## src/fxpr_pkg.sv

```systemverilog
// ----------------------------------------------------------------------------
// fxpr_pkg
// Shared constants and types of the framed XOR packet receiver: framing
// bytes, status codes and the result item structure.
// ----------------------------------------------------------------------------
`timescale 1ns / 1ps
`default_nettype none

package fxpr_pkg;

	// Framing bytes
	localparam logic [7:0] START_BYTE   = 8'h02;
	localparam logic [7:0] END_BYTE     = 8'h03;
	// Largest length the link can carry; reset value of the length limit
	localparam logic [7:0] LENGTH_LIMIT = 8'd255;

	typedef logic [2:0] status_t;

	// Status codes of a result item
	localparam status_t ST_NONE    = 3'd0;
	localparam status_t ST_PAYLOAD = 3'd1;
	localparam status_t ST_ACCEPT  = 3'd2;
	localparam status_t ST_BADCHK  = 3'd3;
	localparam status_t ST_BADLEN  = 3'd4;
	localparam status_t ST_BADEND  = 3'd5;

	typedef struct packed {
		status_t    status;
		logic [7:0] payload_byte;
		logic [7:0] payload_index;
		logic       ack_out;
	} result_t;

endpackage

`default_nettype wire

```

## src/fxpr_ifs.sv

```systemverilog
// ----------------------------------------------------------------------------
// fxpr_ifs
// Valid/ready channel interfaces: received bytes in, parse results out.
// ----------------------------------------------------------------------------
`timescale 1ns / 1ps
`default_nettype none

interface fxpr_byte_if;
	logic       valid;
	logic       ready;
	logic [7:0] rx_byte;

	modport source (output valid, output rx_byte, input ready);
	modport sink   (input valid, input rx_byte, output ready);
endinterface

interface fxpr_result_if;
	import fxpr_pkg::*;

	logic       valid;
	logic       ready;
	status_t    status;
	logic [7:0] payload_byte;
	logic [7:0] payload_index;
	logic       ack_out;

	modport source (output valid, output status, output payload_byte,
		output payload_index, output ack_out, input ready);
	modport sink   (input valid, input status, input payload_byte,
		input payload_index, input ack_out, output ready);
endinterface

`default_nettype wire

```

## src/fxpr_in_stage.sv

```systemverilog
// ----------------------------------------------------------------------------
// fxpr_in_stage
// Input register: captures one received byte per item and holds it until
// the parser moves it on into the result register.
// ----------------------------------------------------------------------------
`timescale 1ns / 1ps
`default_nettype none

module fxpr_in_stage (
	input  wire logic    clk,
	input  wire logic    arst_n,
	fxpr_byte_if.sink    rx_in,
	input  wire logic    take,
	output logic         valid_s1,
	output logic [7:0]   byte_s1
);

	// Room when empty or when the held byte leaves this cycle
	assign rx_in.ready = !valid_s1 || take;

	// Track occupancy
	always_ff @(posedge clk or negedge arst_n) begin
		if (!arst_n) begin
			valid_s1 <= 1'b0;
		end else if (rx_in.ready) begin
			valid_s1 <= rx_in.valid;
		end
	end

	// Capture the byte
	always_ff @(posedge clk) begin
		if (rx_in.valid && rx_in.ready) begin
			byte_s1 <= rx_in.rx_byte;
		end
	end

endmodule

`default_nettype wire

```

## src/fxpr_parser.sv

```systemverilog
// ----------------------------------------------------------------------------
// fxpr_parser
// Frame state machine: hunt for the start byte, check the length, pass out
// payload bytes with their index, compare the XOR checksum, check the end
// byte. Holds the length limit register.
// ----------------------------------------------------------------------------
`timescale 1ns / 1ps
`default_nettype none

module fxpr_parser (
	input  wire logic        clk,
	input  wire logic        arst_n,
	input  wire logic        cfg_we,
	input  wire logic [7:0]  cfg_wdata,
	input  wire logic        step,
	input  wire logic [7:0]  rx_byte,
	output fxpr_pkg::result_t res
);
	import fxpr_pkg::*;

	localparam logic [2:0] PH_HUNT = 3'd0;
	localparam logic [2:0] PH_LEN  = 3'd1;
	localparam logic [2:0] PH_DATA = 3'd2;
	localparam logic [2:0] PH_CHK  = 3'd3;
	localparam logic [2:0] PH_END  = 3'd4;

	logic [2:0] phase_q,     phase_d;
	logic [7:0] frame_len_q, frame_len_d;
	logic [7:0] byte_idx_q,  byte_idx_d;
	logic [7:0] run_xor_q,   run_xor_d;
	logic [7:0] max_len_q;
	logic [7:0] idx_inc;

	assign idx_inc = byte_idx_q + 8'd1;

	// Next state and result for the byte in the input register
	always_comb begin
		phase_d     = phase_q;
		frame_len_d = frame_len_q;
		byte_idx_d  = byte_idx_q;
		run_xor_d   = run_xor_q;
		res         = '0;
		case (phase_q)
			PH_LEN: begin
				if (rx_byte > max_len_q) begin
					res.status = ST_BADLEN;
					phase_d    = PH_HUNT;
				end else begin
					frame_len_d = rx_byte;
					byte_idx_d  = '0;
					run_xor_d   = '0;
					phase_d     = (rx_byte == 8'd0) ? PH_CHK : PH_DATA;
				end
			end
			PH_DATA: begin
				res.status        = ST_PAYLOAD;
				res.payload_byte  = rx_byte;
				res.payload_index = byte_idx_q;
				run_xor_d         = run_xor_q ^ rx_byte;
				byte_idx_d        = idx_inc;
				if (idx_inc == frame_len_q) begin
					phase_d = PH_CHK;
				end
			end
			PH_CHK: begin
				if (rx_byte == run_xor_q) begin
					phase_d = PH_END;
				end else begin
					res.status = ST_BADCHK;
					phase_d    = PH_HUNT;
				end
			end
			PH_END: begin
				if (rx_byte == END_BYTE) begin
					res.status  = ST_ACCEPT;
					res.ack_out = 1'b1;
				end else begin
					res.status = ST_BADEND;
				end
				phase_d = PH_HUNT;
			end
			default: begin
				// Hunting; unused codes fall back here too
				phase_d = PH_HUNT;
				if (rx_byte == START_BYTE) begin
					phase_d    = PH_LEN;
					byte_idx_d = '0;
					run_xor_d  = '0;
				end
			end
		endcase
	end

	// Advance the frame state once per item
	always_ff @(posedge clk or negedge arst_n) begin
		if (!arst_n) begin
			phase_q     <= PH_HUNT;
			frame_len_q <= '0;
			byte_idx_q  <= '0;
			run_xor_q   <= '0;
		end else if (step) begin
			phase_q     <= phase_d;
			frame_len_q <= frame_len_d;
			byte_idx_q  <= byte_idx_d;
			run_xor_q   <= run_xor_d;
		end
	end

	// Length limit register
	always_ff @(posedge clk or negedge arst_n) begin
		if (!arst_n) begin
			max_len_q <= LENGTH_LIMIT;
		end else if (cfg_we) begin
			max_len_q <= cfg_wdata;
		end
	end

endmodule

`default_nettype wire

```

## src/fxpr_out_stage.sv

```systemverilog
// ----------------------------------------------------------------------------
// fxpr_out_stage
// Result register: loads the parser's result when the input register holds
// an item and the register is free or being emptied; holds it while stalled.
// ----------------------------------------------------------------------------
`timescale 1ns / 1ps
`default_nettype none

module fxpr_out_stage (
	input  wire logic               clk,
	input  wire logic               arst_n,
	input  wire logic               valid_s1,
	input  wire fxpr_pkg::result_t  res,
	output logic                    take,
	fxpr_result_if.source           res_out
);
	import fxpr_pkg::*;

	logic    valid_s2;
	result_t res_s2;

	// Load when there is an item and the slot frees up
	assign take = valid_s1 && (!valid_s2 || res_out.ready);

	always_ff @(posedge clk or negedge arst_n) begin
		if (!arst_n) begin
			valid_s2 <= 1'b0;
		end else if (!valid_s2 || res_out.ready) begin
			valid_s2 <= valid_s1;
		end
	end

	// Hold the result while stalled
	always_ff @(posedge clk) begin
		if (take) begin
			res_s2 <= res;
		end
	end

	assign res_out.valid         = valid_s2;
	assign res_out.status        = res_s2.status;
	assign res_out.payload_byte  = res_s2.payload_byte;
	assign res_out.payload_index = res_s2.payload_index;
	assign res_out.ack_out       = res_s2.ack_out;

endmodule

`default_nettype wire

```

## src/framed_xor_packet_receiver_top.sv

```systemverilog
// ----------------------------------------------------------------------------
// framed_xor_packet_receiver_top
// Parses STX / length / payload / XOR checksum / ETX frames from a byte
// stream and reports one result item per received byte.
//
//   channel   direction  payload
//   rx_in     sink       rx_byte[7:0]
//   res_out   source     status[2:0], payload_byte[7:0],
//                        payload_index[7:0], ack_out
//   cfg       write      cfg_we, cfg_wdata[7:0] (length limit)
//
// One byte is accepted per cycle unless rx_in.ready is low; its result is
// offered after it passes the input register, then the result register.
// The frame state advances once per byte, so throughput is one item
// per clock as long as res_out is taken.
// Reset clears the frame state to hunting and sets the length limit to 255.
// A stalled result holds in the result register while one more byte may
// wait in the input register; rx_in.ready falls only when both are full.
// ----------------------------------------------------------------------------
`timescale 1ns / 1ps
`default_nettype none

module framed_xor_packet_receiver_top (
	input  wire logic       clk,
	input  wire logic       arst_n,
	fxpr_byte_if.sink       rx_in,
	fxpr_result_if.source   res_out,
	input  wire logic       cfg_we,
	input  wire logic [7:0] cfg_wdata
);
	import fxpr_pkg::*;

	logic       valid_s1;
	logic [7:0] byte_s1;
	logic       take;
	result_t    res;

	fxpr_in_stage u_in (
		.clk      (clk),
		.arst_n   (arst_n),
		.rx_in    (rx_in),
		.take     (take),
		.valid_s1 (valid_s1),
		.byte_s1  (byte_s1)
	);

	fxpr_parser u_parser (
		.clk       (clk),
		.arst_n    (arst_n),
		.cfg_we    (cfg_we),
		.cfg_wdata (cfg_wdata),
		.step      (take),
		.rx_byte   (byte_s1),
		.res       (res)
	);

	fxpr_out_stage u_out (
		.clk      (clk),
		.arst_n   (arst_n),
		.valid_s1 (valid_s1),
		.res      (res),
		.take     (take),
		.res_out  (res_out)
	);

endmodule

`default_nettype wire

```

## src/flat_wrapper.sv

```systemverilog
// flat-port wrapper written by rule: the top's interface ports become plain ports
module framed_xor_packet_receiver_top_flat import fxpr_pkg::*;
  (clk, arst_n, cfg_we, cfg_wdata, rx_in_valid, rx_in_rx_byte, rx_in_ready, res_out_valid, res_out_status, res_out_payload_byte, res_out_payload_index, res_out_ack_out, res_out_ready);
  fxpr_byte_if rx_in_i ();
  fxpr_result_if res_out_i ();
  input  wire logic clk;
  input  wire logic arst_n;
  input  wire logic cfg_we;
  input  wire logic [7:0] cfg_wdata;
  input wire logic [$bits(rx_in_i.valid)-1:0] rx_in_valid;
  input wire logic [$bits(rx_in_i.rx_byte)-1:0] rx_in_rx_byte;
  output wire logic [$bits(rx_in_i.ready)-1:0] rx_in_ready;
  output wire logic [$bits(res_out_i.valid)-1:0] res_out_valid;
  output wire logic [$bits(res_out_i.status)-1:0] res_out_status;
  output wire logic [$bits(res_out_i.payload_byte)-1:0] res_out_payload_byte;
  output wire logic [$bits(res_out_i.payload_index)-1:0] res_out_payload_index;
  output wire logic [$bits(res_out_i.ack_out)-1:0] res_out_ack_out;
  input wire logic [$bits(res_out_i.ready)-1:0] res_out_ready;
  assign rx_in_i.valid = rx_in_valid;
  assign rx_in_i.rx_byte = rx_in_rx_byte;
  assign rx_in_ready = rx_in_i.ready;
  assign res_out_valid = res_out_i.valid;
  assign res_out_status = res_out_i.status;
  assign res_out_payload_byte = res_out_i.payload_byte;
  assign res_out_payload_index = res_out_i.payload_index;
  assign res_out_ack_out = res_out_i.ack_out;
  assign res_out_i.ready = res_out_ready;
  framed_xor_packet_receiver_top u_core (.clk(clk), .arst_n(arst_n), .rx_in(rx_in_i), .res_out(res_out_i), .cfg_we(cfg_we), .cfg_wdata(cfg_wdata));
endmodule
```

## config.mk

```make
export PLATFORM = sky130hd
export DESIGN_NAME = framed_xor_packet_receiver_top_flat
export DESIGN_NICKNAME = d
export VERILOG_FILES = /design/src/fxpr_pkg.sv /design/src/fxpr_ifs.sv /design/src/fxpr_in_stage.sv /design/src/fxpr_parser.sv /design/src/fxpr_out_stage.sv /design/src/framed_xor_packet_receiver_top.sv /design/src/flat_wrapper.sv
export SDC_FILE = /design/constraint.sdc
export NUM_CORES = 1
export LEC_CHECK = 0
export BUFFER_PORTS_ARGS = -buffer_cell sky130_fd_sc_hd__buf_2
export CORE_AREA = 2 2 89 91
export DETAILED_ROUTE_END_ITERATION = 6
export DIE_AREA = 0 0 91 93
export GPL_ROUTABILITY_DRIVEN = 0
export GPL_TIMING_DRIVEN = 0
export PLACE_DENSITY = 0.6
export SLEW_MARGIN = 0
export SYNTH_ARGS = -nofsm -noshare
export SYNTH_HDL_FRONTEND = slang
export SYNTH_HIERARCHICAL = 1
export SYNTH_SLANG_ARGS = --single-unit
```

## constraint.sdc

```tcl
create_clock -name clk -period 5.1 [get_ports clk]
set_clock_uncertainty 0.1 [all_clocks]
set_input_delay 0.255 -clock clk [delete_from_list [all_inputs] [get_ports clk]]
set_output_delay 0.255 -clock clk [all_outputs]
set_load 0.02 [all_outputs]
```

# Word-level counts from Yosys, hierarchy flattened
# Cells that the tools add are included.
[totals]
register_bits = 65
output_inout_bits = 22
elab_cells = 54
inputBits = 21
[op_classes]
magnitude_cmp = 1
n_reduce_logical = 12
n_bitwise = 3
add_sub_neg = 1
eq_ne = 10
n_mux = 15
[ops]
columns = ["cell", "count"]
rows = [
  ["one-hot mux 8 bit (3 select lines)", 2],
  ["one-hot mux 3 bit (4 select lines)", 2],
  ["equality test 8 x 2 -> 1 bit, second input constant", 2],
  ["equality test 8 bit", 2],
  ["two-way mux 8 bit", 2],
  ["two-way mux 3 bit", 4],
  ["adder 8 x 1 -> 8 bit, second input constant", 1],
  ["> comparator 8 bit", 1],
  ["logical NOT 8 bit", 1],
  ["XOR 8 bit", 1],
  ["equality test 3 x 2 -> 1 bit, second input constant", 2],
  ["two-way mux 2 bit", 2],
  ["!= test 2 bit, second input constant", 2],
  ["AND reduction 4 bit", 1],
  ["equality test 3 x 1 -> 1 bit, second input constant", 1],
  ["equality test 3 bit, second input constant", 1],
  ["two-way mux 1 bit", 3],
  ["AND reduction 3 bit", 1],
  ["nonzero test 3 bit", 1],
  ["logical AND 1 bit", 2],
  ["logical NOT 1 bit", 2],
  ["logical OR 1 bit", 2],
  ["NOT 1 bit", 2],
  ["AND reduction 2 bit", 1],
  ["OR reduction 2 bit", 1],
]

# Logic depth before layout (Yosys ltp)
# Gate-level depths: netlist of run 1.
[depth]
ltp_word = 5
depth_mapped = 9
ltp_nobuf = 8

# Modules after synthesis
# Netlist of run 1, hierarchy kept.
[by_module_without_submodules]
columns = ["module", "cells_each", "area_each_um2", "instances", "seq_area_each_um2"]
rows = [
  ["fxpr_parser", 253, 2259.7, 1, 885.8],
  ["fxpr_out_stage", 24, 644.4, 1, 625.6],
  ["fxpr_in_stage", 12, 294.0, 1, 265.3],
]

# Worst setup path after synthesis of run 1
# No wires, ideal clock.
[synth_path]
kind = "register to register"
startpoint = "reg u_core.u_out.valid_s2, in the netlist u_core/u_out/res_out.valid"
endpoint = "reg u_core.u_parser.frame_len_q[0]"
setup_time_ns = 0.128
required_ns = 4.872
setup_slack_ns = 2.474
n_path_buf = 1
synth_period_minus_slack_ns = 2.626
arrival_ns = 2.398
stages_incl_launch_ff = 7
path_cell_list = "dfrtp_1 > nand2b_1 > and2_1 > inv_1 > or4_1 > buf_2 > mux2_1"
[synth_between]
elab_chain_len = 4
[synth_rtl]
columns = ["element", "line_no", "source"]
rows = [
  ["from (decl)", "fxpr_out_stage.sv:19", "logic valid_s2;"],
  ["from (signal assigned)", "fxpr_out_stage.sv:29", "valid_s2 <= valid_s1;"],
  ["logical NOT 1 bit", "fxpr_out_stage.sv:23", "assign take = valid_s1 && (!valid_s2 || res_out.ready);"],
  ["logical OR 1 bit", "fxpr_out_stage.sv:23", ""],
  ["logical AND 1 bit", "fxpr_out_stage.sv:23", ""],
  ["net u_core.take", "framed_xor_packet_receiver_top.sv:35", "logic take;"],
  ["AND reduction 3 bit (no source line)", "-", ""],
  ["to (signal assigned)", "fxpr_parser.sv:103", "frame_len_q <= frame_len_d;"],
  ["to (decl)", "fxpr_parser.sv:28", "logic [7:0] frame_len_q, frame_len_d;"],
]
# The timed path passes the listed nets, and every way through them passes these cells.
# A chain may end at the register's enable or synchronous reset.

# Final worst setup path of run 1
[layout_path]
startpoint = "reg u_core.u_out.valid_s2, in the netlist u_core/u_out/res_out.valid"
endpoint = "reg u_core.u_parser.frame_len_q[1]"
# The elaborated chain is that of the path after synthesis.

==> parameters.txt, run 1 <==
Parameter                              Value

Setup path
  CP Capture Type ... flop
  Slowest stage cell on the critical path ... and2_1
  Slowest Stage Delay on Critical Path ... just under 0.9 ns
  Cell-by-cell listing of the critical path ... nand2b_1 > and2_1 > inv_1 > or4_1 > buf_2 > mux2_1
  Data required time of the worst path ... 5.23 ns
  Largest fanout of any net on the critical path ... 26
  Kind of critical path ... flop to flop
  Sort of element at the start of the critical path ... flop
  Crit path arrival time ... between 3 and 4 ns

Placement
  Number of port buffers ... 42
  # placed instances ... 433
  HPWL after detailed placement ... about 4700 um

Clock tree
  TritonCTS Buffers ... 9
  Buffer cell driving the clock tree root ... clkbuf_8
  Clock insertion delay at the later pin of the skew report ... approximately 0.35 ns
  Clock tree from TritonCTS ... done
  Maximum buffer depth of the clock tree ... 2
  # resized after CTS ... 0
  Hold-fix buffers at CTS ... 9
  CTS HTree Levels ... 3
  Post-CTS setup buffers ... 0
  Clock-pin slew of the registers on the worst-case setup and hold paths ... around 0.070 ns
  Count of clock tree sinks ... 65

Logic synthesis
  Synthesized netlist net count ... between 300 and 400
  Post-synthesis share of cell area spent on full adders, half adders and majority gates ... 0.0387
  Share of cell area taken by muxes after synthesis ... 0.0317
  Number of enable-type register cells in the synthesized netlist ... 28
  Simple logic cell fraction of the synthesized area ... 0.194
  Synthesized cell area ... 3200 sq um
  Main area contributors after synthesis ... edfxtp_1 (26%), dfrtp_1 (23%), dfstp_2 (6.6%)
  Fraction of registers with async set or reset after synthesis ... 0.569
  Xor/xnor share of the synthesized area ... 0.0493
  Number of unique standard cell types used by synthesis ... 44
  Portion of synthesized cell area occupied by the leading cell type ... 0.263
  Library cell with the largest summed area after synthesis ... edfxtp_1
  Main combinational cell family by area after synthesis ... simple AND/OR/NAND/NOR gates
  Number of cells produced by synthesis ... 289
  Flip-flop and latch count after synthesis ... 65
  Synthesized area per cell ... 11.1 sq um
  Yosys warnings ... 6
  Proportion of synthesized chip area in sequential cells ... 0.556
  Fraction of the mapped netlist area in compound gates ... 0.102
  Most used flip-flop cell after synthesis ... dfrtp_1

Detailed routing
  Total iterations of the first detailed-routing run ... 4
  Initial DRC count ... about 120
  Overall routed net length ... 6910 um
  Number of design rule violations left after detail routing ... 0
  DR vias/cell ... 5.23
  Via count ... 2395
  Final ANT Viol Nets ... 0
  Wire per inst ... 15.1 um

Floorplanning
  Starting density of the core ... 0.425
  Chip width ... 91 um
  Die area ... 8460 sq um
  FP Rows ... 32
  I/O pin cnt ... 43
  Placeable core region ... 7530 sq um
  Die Height ... 93 um

Layout
  Share of cells above drive strength 1 ... 0.211
  Final standard cell count with taps included and fillers excluded ... approximately 460
  Count of nets after finishing ... 381
  Ant. Diodes ... 0
  Synthesis-to-finish area growth ... 18.7%

Timing
  Highest clock rate ... 342 MHz
  Hold violation count in the final report ... 0
  Final worst-path cycle share ... 0.574
  Rel. slew slack ... 0.231
  Setup-violating endpoint count in the final report ... 0
  Time the worst path needs with I/O delays and setup ... 2.93 ns
  Worst Tran Pin Value ... 1.15 ns
  Setup TNS after final layout ... 0 ns
  Unrepaired setup endpoints after global routing ... no
  Max-slew violation count ... 0

Pwr
  Static Leak ... 0.00161 uW
  Sequential share of power ... 0.490
  Part of the power in combinational logic ... 0.269
  Clk pwr share ... 0.241
  Largest vdd supply drop ... 0.000159 V
  Pwr per Cell Area ... 418 nW/um^2
  Net Sw Power ... about 530 uW
  Int Power ... about 1100 uW
  Net switching share of the total power ... 0.334

Outcome
  Status ... finished clean

Flow run
  Number of max-cap violations ... 0

GRT
  Number of antenna violations at the first check in global routing ... 0
  Pin count of the biggest net entering global routing ... 38
  First-pass GRT wire length ... around 11000 um
  GRT Residual Overflow ... 0
  Vias in the first global route ... 2161
  Overall track demand over capacity in global routing ... 0.172

Worst hold path
  Class of the most critical hold timing path ... primary input to flop
[metrics by stage]
step / instance area, sq um / hold slack (ns) / utilization / power [uW] / worst slack [ns]
final: 3800 / 0.0163 / 0.504 / 1590 / 2.17
after global routing: 3800 / 0.00731 / 0.504 / 1680 / 1.89
after CTS: 3800 / 0.000497 / 0.504 / 1600 / 2.09
after detailed placement: 3540 / 0.327 / 0.470 / 1210 / 2.12
after global placement: 3540 / 0.310 / 0.470 / 1190 / 2.16
after floorplan: 3200 / -0.141 / - / 1090 / 2.47
[worst max-delay path: cells and delay by family, from the launching register on]
kind / cells / cell delay, ns
AND/OR/NAND/NOR: 3 / 1.49
buffers and inverters: 2 / 0.50
flip-flops: 1 / 0.37
multiplexers: 1 / 0.33
[Yosys cell counts, types with 2 or more instances]
master	count
and3_1	20
clkbuf_1	11
xor2_1	5
a221o_1	2
a21oi_1	8
dfrtp_1	29
nor2b_1	3
mux2_1	8
o2bb2ai_1	2
edfxtp_1	28
inv_1	11
xnor2_1	13
nand3_1	4
ha_1	9
o21ai_0	15
nor3_1	9
dfstp_2	8
o31ai_1	10
and2_1	3
nand4_1	6
o21ai_1	2
o211ai_1	2
nor2_1	21
a21o_1	3
nand2b_1	4
nand2_1	26
nand2b_4	2
a32oi_1	2
nand3b_1	8
[cells by family after synthesis]
kind of cell	count (synthesis)
AO/OA/AOI/OAI	49
XOR/XNOR	18
adder cells (fa/ha/maj)	10
buffers and inverters	24
flip-flops	65
multiplexers	9
AND/OR/NAND/NOR	114
[flip-flops by register name, indices dropped and copies added, names as in the netlist]
name	count
u_core/u_parser/max_len_q	8
u_core/u_parser/phase_q	3
u_core/u_out/res_out.ack_out	1
u_core/u_out/res_out.payload_index	8
u_core/u_parser/byte_idx_q	8
u_core/u_parser/frame_len_q	8
u_core/u_in/byte_s1	8
u_core/u_out/res_out.payload_byte	8
u_core/u_out/res_out.status	3
u_core/u_parser/run_xor_q	8
u_core/u_in/valid_s1	1
u_core/u_out/res_out.valid	1
[worst paths after layout]
check | start | endpoint | slack [ns] | cells after the start
min in group asynchronous | arst_n | u_core/u_parser/run_xor_q[1] | 0.46 | 2
min reg2reg | u_core/u_out/res_out.valid | u_core/u_out/res_out.valid | 0.40 | 2
max | u_core/u_out/res_out.valid | u_core/u_parser/frame_len_q[1] | 2.17 | 6
max in group asynchronous | arst_n | u_core/u_parser/frame_len_q[4] | 3.91 | 2
min | rx_in_valid | u_core/u_in/valid_s1 | 0.02 | 2
max reg2reg | u_core/u_out/res_out.valid | u_core/u_parser/frame_len_q[1] | 2.17 | 6
[power by group through the flow]
stage	clock [uW]	combinational, uW	sequential [uW]
after floorplan	0	298	789
after global placement	0	408	781
after detailed placement	0	420	786
after CTS	392	429	777
after global routing	414	471	792
final	381	427	777
[layout make-up]
cell class,count,area [sq um]
Buffer,13,51.3
Clock buffer,9,124
Clock inverter,7,46.3
Fill cell,731,3730
Inverter,11,41.3
Multi-Input combinational cell,200,1330
Sequential cell,65,1780
Tap cell,102,128
Timing Repair Buffer,51,300
[placed cells by master, fill, tap and decap left out, types with 2 or more instances in the layout]
master,instances
nand2b_4,2
clkinvlp_4,2
o21ai_1,2
nand3_1,4
xor2_1,5
nor3_1,9
nand2_1,26
nor2_1,21
o2bb2ai_1,2
buf_2,43
xnor2_1,13
o211ai_1,2
and3_1,20
a21oi_1,8
clkinv_2,2
inv_1,11
nor2b_1,3
nand3b_1,8
nand4_1,6
clkbuf_1,11
dfstp_2,8
a21o_1,3
edfxtp_1,28
o31ai_1,10
dlygate4sd3_1,9
ha_1,9
mux2_1,8
o21ai_0,15
dfrtp_1,29
clkbuf_8,9
nand2b_1,4
a221o_1,2
and2_1,3
a32oi_1,2
[routing by layer]
layer	wire, um	GRT usage	vias to the layer above
li1	-	-	1162
met1	3130	0.240	1169
met2	3340	0.257	55
met3	317	0.0387	9
met4	114	0.0770	0
met5	0	0	-
Power figures use the tool's default switching activity.
==> inputs of run 2 (changes only) <==
Settings changed: PLACE_DENSITY 0.6 to 0.63.
Clock period 5.1 ns to 2.65 ns, I/O delays scaled along.
==> run 2 against run 1 <==
Effect of this change:
- total power is 100% higher
- cell count is 4.4% higher
- clock-buffer cell count is 3 higher
- critical path type unchanged
- largest power group unchanged
==> parameters.txt, run 2 (same netlist as run 1, synthesis figures left out) <==
Parameter                              Value

Outcome
  Status ... finished clean (unchanged)

GRT
  First-pass GRT wire length ... 11800 um (was 11100 um)
  Vias in the first global route ... 2329 (was 2161)
  Pin count of the biggest net entering global routing ... 38 (unchanged)
  GRT Residual Overflow ... 0 (unchanged)
  Overall track demand over capacity in global routing ... 0.183 (was 0.172)
  Number of antenna violations at the first check in global routing ... 0 (unchanged)

Timing
  Max-slew violation count ... 0 (unchanged)
  Setup TNS after final layout ... 0 ns (unchanged)
  Final worst-path cycle share ... 0.989 (was 0.574)
  Rel. slew slack ... 0.447 (was 0.231)
  Unrepaired setup endpoints after global routing ... yes (was no)
  Time the worst path needs with I/O delays and setup ... 2.62 ns (was 2.93 ns)
  Highest clock rate ... 382 MHz (was 342 MHz)
  Worst Tran Pin Value ... 0.829 ns (was 1.15 ns)
  Final hold slack ... 0.0189 ns (was 0.0163 ns)
  Setup-violating endpoint count in the final report ... 0 (unchanged)
  Hold violation count in the final report ... 0 (unchanged)

Pwr
  Overall power consumption ... 3180 uW (was 1590 uW)
  Pwr per Cell Area ... 777 nW/um^2 (was 418 nW/um^2)
  Largest vdd supply drop ... 0.000266 V (was 0.000159 V)
  Static Leak ... 0.00172 uW (was 0.00161 uW)
  Clk pwr share ... 0.256 (was 0.241)
  Sequential share of power ... 0.468 (was 0.490)
  Net Sw Power ... 995 uW (was 529 uW)
  Part of the power in combinational logic ... 0.275 (was 0.269)
  Net switching share of the total power ... 0.313 (was 0.334)
  Int Power ... 2190 uW (was 1060 uW)

Layout
  Final standard cell count with taps included and fillers excluded ... 478 (was 458)
  Most frequent cells in the layout ... buf_2 (42), dfrtp_1 (29), edfxtp_1 (28) (was buf_2 (43), dfrtp_1 (29), edfxtp_1 (28))
  Count of nets after finishing ... 401 (was 381)
  Most common cell after layout, fill and taps aside ... buf_2 (unchanged)
  Synthesis-to-finish area growth ... 28.1% (was 18.7%)
  Post-Route Utilization ... 0.544 (was 0.504)
  Ant. Diodes ... 0 (unchanged)
  Filler cell count in the final layout ... 706 (was 731)
  Share of cells above drive strength 1 ... 0.255 (was 0.211)

Floorplanning
  Die area ... 8460 sq um (unchanged)
  Die Height ... 93 um (unchanged)
  I/O pin cnt ... 43 (unchanged)
  Placeable core region ... 7530 sq um (unchanged)
  Starting density of the core ... 0.425 (unchanged)
  FP Rows ... 32 (unchanged)
  Chip width ... 91 um (unchanged)

Worst hold path
  Worst hold path depth ... 2 (unchanged)
  Worst hold path endpoint ... u_core/u_parser/max_len_q[0] (was u_core/u_in/valid_s1)
  Class of the most critical hold timing path ... primary input to flop (unchanged)
  Launch point of the worst hold path ... cfg_we (was rx_in_valid)

Detailed routing
  Initial DRC count ... 167 (was 124)
  Number of design rule violations left after detail routing ... 0 (unchanged)
  Final ANT Viol Nets ... 0 (unchanged)
  Total iterations of the first detailed-routing run ... 4 (unchanged)
  Via count ... 2550 (was 2395)
  DR vias/cell ... 5.33 (was 5.23)
  Wire per inst ... 15.8 um (was 15.1 um)
  Overall routed net length ... 7560 um (was 6910 um)

Clock tree
  Clock insertion delay at the later pin of the skew report ... 0.34 ns (was 0.35 ns)
  CTS HTree Levels ... 3 (unchanged)
  Clock-pin slew of the registers on the worst-case setup and hold paths ... 0.07 ns (about the same)
  Clock tree from TritonCTS ... done (unchanged)
  Buffer cell driving the clock tree root ... clkbuf_8 (unchanged)
  Maximum buffer depth of the clock tree ... 2 (unchanged)
  Count of clock tree sinks ... 65 (unchanged)
  TritonCTS Buffers ... 9 (unchanged)

Setup path
  Reg2Reg Setup Slack ... 0.03 ns (was 2.17 ns)
  Sort of element at the start of the critical path ... flop (unchanged)
  Largest fanout of any net on the critical path ... 5 (was 26)
  Data required time of the worst path ... 2.77 ns (was 5.23 ns)
  Kind of critical path ... flop to flop (unchanged)
  Critical R2R Launch ... u_core/u_parser/max_len_q[6] (was u_core/u_out/res_out.valid)
  Crit path arrival time ... 2.74 ns (was 3.05 ns)
  Reg2reg path depth ... 9 (was 6)
  CP Capture Type ... flop (unchanged)
  R2r endpoint ... u_core/u_parser/frame_len_q[4] (was u_core/u_parser/frame_len_q[1])

Flow run
  Number of max-cap violations ... 0 (unchanged)

Placement
  Number of port buffers ... 42 (unchanged)
  # placed instances ... 433 (unchanged)
  HPWL after detailed placement ... 4830 um (was 4700 um)
## run 2: changes by cell type in the layout (fill, tap and decap cells not counted), sizes merged
cell / change
clkinv: -1
buf: +6
dlygate4sd3: +14
bufinv: +1
inv: -1
clkbuf: +3
clkinvlp: -2
## run 2: worst max-delay path, stage by stage (launching register included)
cell and delay, ns:
dfstp_2 0.54, inv_2 0.05, ha_4 0.27, nand4_1 0.12, or2_1 0.28, nor2_2 0.16
a21oi_2 0.06, or4_4 0.45, buf_6 0.16, mux2_1 0.31
## run 2: layout make-up
cell class                      instances  area (sq um)  area share
Sequential cell                        65          1780       0.434
Multi-Input combinational cell        200          1420       0.345
Timing Repair Buffer                   71           489       0.119
Clock buffer                           12           145      0.0354
Tap cell                              102           128      0.0311
Buffer                                 13          58.8      0.0144
Clock inverter                          4          43.8      0.0107
Inverter                               11          41.3      0.0101
## run 2: how the worst max path moves through the flow
stage                                            start                              to  slack (ns)  cells past startpoint
final                     u_core/u_parser/max_len_q[6]  u_core/u_parser/frame_len_q[4]        0.03                      9
after global routing      u_core/u_parser/max_len_q[6]  u_core/u_parser/frame_len_q[2]       -0.03                      9
after CTS                 u_core/u_parser/max_len_q[7]  u_core/u_parser/frame_len_q[4]        0.02                      9
after detailed placement    u_core/u_out/res_out.valid  u_core/u_parser/frame_len_q[4]       -0.35                      6
after global placement      u_core/u_out/res_out.valid  u_core/u_parser/frame_len_q[4]       -0.31                      6
after floorplan             u_core/u_out/res_out.valid  u_core/u_parser/frame_len_q[0]        0.02                      6
## run 2: repair_timing
item / 4_1_cts / 5_1_grt
endpoints found under the setup margin: 20 / 19
pin swaps: 1 / 3
gates resized for setup: 4 / 19
hold buffers: 23 / 0
endpoints found under the hold margin: 47 / 0
gates cloned: 0 / 1
setup buffers: 5 / 0
## run 2: power groups by stage
stage,Sequential (uW),Clock [uW],Combinational [uW]
finish,1490,815,876
global route,1520,879,972
CTS,1480,832,851
detailed placement,1510,0,802
global placement,1500,0,781
floorplan,1520,0,573
## run 2: stage by stage
| step | instance area (sq um) | setup slack (ns) |
|---|---|---|
| 3_3_place_gp | 3540 | -0.306 |
| 3_5_place_dp | 3540 | -0.347 |
| 2_1_floorplan | 3200 | 0.0241 |
| 6_report | 4100 | 0.0295 |
| 5_1_grt | 4100 | -0.0339 |
| 4_1_cts | 4000 | 0.0161 |
## run 2: metal layers
layer | share of wire | GRT usage
met5 | 0 | 0
met4 | 0.020 | 0.0770
met3 | 0.045 | 0.0387
met2 | 0.49 | 0.283
met1 | 0.45 | 0.251
==> inputs of run 3 (changes only) <==
Settings changed: CORE_AREA 2 2 89 91 to 2 2 93 95, DIE_AREA 0 0 91 93 to 0 0 95 97, PLACE_DENSITY 0.63 to 0.56.
Clock period 2.65 ns to 3.25 ns, I/O delays scaled along.
==> run 3 against run 2 <==
Effect of this change:
- setup slack better by 0.40 ns
- hold slack better by 0.037 ns
- total power decreased by 20%
- via count is 4.7% lower
- clock-buffer cell count decreased by 1
- die area grew 8.9%
- largest cell class unchanged
==> parameters.txt, run 3 (same netlist as run 1, synthesis figures left out) <==
Parameter                              Value

Placement
  HPWL after detailed placement ... 4950 um (was 4830 um)
  Placed cell areas ... 3540 sq um (about the same)
  Number of port buffers ... 42 (unchanged)

Timing
  Rel. slew slack ... 0.419 (was 0.447)
  Worst Tran Pin Value ... 0.871 ns (was 0.829 ns)
  Max-slew violation count ... 0 (unchanged)
  Highest clock rate ... 355 MHz (was 382 MHz)
  Final hold slack ... 0.0555 ns (was 0.0189 ns)
  Final worst-path cycle share ... 0.867 (was 0.989)
  Setup TNS after final layout ... 0 ns (unchanged)
  Setup-violating endpoint count in the final report ... 0 (unchanged)
  Hold violation count in the final report ... 0 (unchanged)
  Unrepaired setup endpoints after global routing ... no (was yes)
  Time the worst path needs with I/O delays and setup ... 2.82 ns (was 2.62 ns)

Layout
  Share of cells above drive strength 1 ... 0.203 (was 0.255)
  Most common cell after layout, fill and taps aside ... buf_2 (unchanged)
  Ant. Diodes ... 0 (unchanged)
  Count of nets after finishing ... 395 (was 401)
  Synthesis-to-finish area growth ... 23.8% (was 28.1%)
  Post-Route Utilization ... 0.487 (was 0.544)
  Post-Layout Inst Area ... 3960 sq um (was 4100 sq um)
  Seq. cell area ... 1780 sq um (unchanged)
  Area of the multi-input gates ... 1330 sq um (was 1420 sq um)
  Filler cell count in the final layout ... 780 (was 706)
  Most frequent cells in the layout ... buf_2 (43), dfrtp_1 (29), edfxtp_1 (28) (was buf_2 (42), dfrtp_1 (29), edfxtp_1 (28))

Pwr
  Largest vdd supply drop ... 0.000247 V (was 0.000266 V)
  Sequential share of power ... 0.476 (was 0.468)
  Clk pwr share ... 0.259 (was 0.256)
  Overall power consumption ... 2560 uW (was 3180 uW)
  Part of the power in combinational logic ... 0.265 (was 0.275)
  Pwr per Cell Area ... 647 nW/um^2 (was 777 nW/um^2)
  Net switching share of the total power ... 0.318 (was 0.313)
  Static Leak ... 0.00168 uW (was 0.00172 uW)
  Net Sw Power ... 814 uW (was 995 uW)
  Int Power ... 1750 uW (was 2190 uW)

GRT
  Number of antenna violations at the first check in global routing ... 0 (unchanged)
  Pin count of the biggest net entering global routing ... 38 (unchanged)
  Vias in the first global route ... 2384 (was 2329)
  First-pass GRT wire length ... 12200 um (was 11800 um)
  Overall track demand over capacity in global routing ... 0.174 (was 0.183)
  GRT Residual Overflow ... 0 (unchanged)

Detailed routing
  Initial DRC count ... 152 (was 167)
  Number of design rule violations left after detail routing ... 0 (unchanged)
  Via count ... 2430 (was 2550)
  Overall routed net length ... 7290 um (was 7560 um)
  Final ANT Viol Nets ... 0 (unchanged)
  Total iterations of the first detailed-routing run ... 4 (unchanged)
  DR vias/cell ... 5.12 (was 5.33)
  Wire per inst ... 15.4 um (was 15.8 um)

Clock tree
  TritonCTS Buffers ... 9 (unchanged)
  Count of clock tree sinks ... 65 (unchanged)
  Buffer cell driving the clock tree root ... clkbuf_8 (unchanged)
  CTS HTree Levels ... 3 (unchanged)
  Clock insertion delay at the later pin of the skew report ... 0.35 ns (was 0.34 ns)
  Clock-pin slew of the registers on the worst-case setup and hold paths ... 0.07 ns (about the same)
  Maximum buffer depth of the clock tree ... 2 (unchanged)
  Clock tree from TritonCTS ... done (unchanged)
  Post-CTS setup buffers ... 0 (was 5)

Setup path
  Largest fanout of any net on the critical path ... 10 (was 5)
  CP Capture Type ... flop (unchanged)
  Sort of element at the start of the critical path ... flop (unchanged)
  Crit path arrival time ... 2.97 ns (was 2.74 ns)
  Data required time of the worst path ... 3.40 ns (was 2.77 ns)
  Kind of critical path ... flop to flop (unchanged)

Floorplanning
  Starting density of the core ... 0.393 (was 0.425)
  FP Rows ... 33 (was 32)
  Chip width ... 95 um (was 91 um)
  Die Height ... 97 um (was 93 um)
  I/O pin cnt ... 43 (unchanged)
  Die area ... 9220 sq um (was 8460 sq um)
  Placeable core region ... 8130 sq um (was 7530 sq um)

Flow run
  Number of max-cap violations ... 0 (unchanged)

Worst hold path
  Class of the most critical hold timing path ... primary input to flop (unchanged)

Outcome
  Status ... finished clean (unchanged)
run 3: cell types whose count changed in the layout (fill, tap and decap cells not counted), moves of 2 or more:
| cell | change |
|---|---|
| nor2_2 | -2 |
| ha_4 | -5 |
| inv_2 | -4 |
| ha_1 | +5 |
| nor2_1 | +2 |
| buf_6 | -2 |
| inv_1 | +4 |
| buf_4 | -5 |
run 3: worst paths after layout:
kind | from | slack, ns | cells past startpoint | endpoint
max in group asynchronous | arst_n | 2.13 | 2 | u_core/u_parser/frame_len_q[0]
hold / removal | cfg_we | 0.06 | 2 | u_core/u_parser/max_len_q[0]
hold reg to reg | u_core/u_parser/max_len_q[6] | 0.41 | 2 | u_core/u_parser/max_len_q[6]
min in group asynchronous | arst_n | 0.37 | 2 | u_core/u_parser/run_xor_q[0]
setup reg to reg | u_core/u_in/byte_s1[4] | 0.43 | 8 | u_core/u_parser/byte_idx_q[0]
setup / recovery | u_core/u_in/byte_s1[4] | 0.43 | 8 | u_core/u_parser/byte_idx_q[0]
run 3: area by class of cell:
cell class              instances  area share
inverters                      11      0.0104
clock buffers                  11      0.0332
clock inverters                 5      0.0142
flip-flops and latches         65       0.449
repair buffers                 65       0.111
multi-input cells             200       0.336
well taps                     105      0.0332
plain buffers                  13      0.0130
run 3: per-layer routing:
layer / track usage / up-vias / share of wire / wire [um]
met5: 0 / - / 0 / 0
met4: 0.0680 / 0 / 0.012 / 91
met3: 0.0358 / 6 / 0.052 / 377
met2: 0.268 / 53 / 0.48 / 3510
met1: 0.240 / 1170 / 0.45 / 3310
li1: - / 1201 / - / -
run 3: critical path: stages, from the launching register on:
cell,delay [ns]
edfxtp_1,0.59
ha_1,0.38
nand4_1,0.13
or2_1,0.14
nor2_1,0.06
a2111oi_2,0.61
clkbuf_1,0.46
o21ai_0,0.16
o21ai_0,0.11
run 3: metrics by stage:
stage          std cells  worst slack (ns)
2_1_floorplan        289             0.624
4_1_cts              475             0.119
3_5_place_dp         436             0.211
5_1_grt              475             0.229
6_report             475             0.431
3_3_place_gp         436             0.247
run 3: what timing repair did:
item,4_1_cts,5_1_grt
hold buffers,23,0
setup endpoints to repair,0,8
hold endpoints to repair,47,0
gates resized for setup,0,1
run 3: power groups by stage:
stage                     clock (uW)  sequential (uW)  combinational, uW
final                            663             1220                679
after CTS                        684             1220                684
after detailed placement           0             1240                658
after global placement             0             1230                646
after global routing             720             1240                770
after floorplan                    0             1240                467
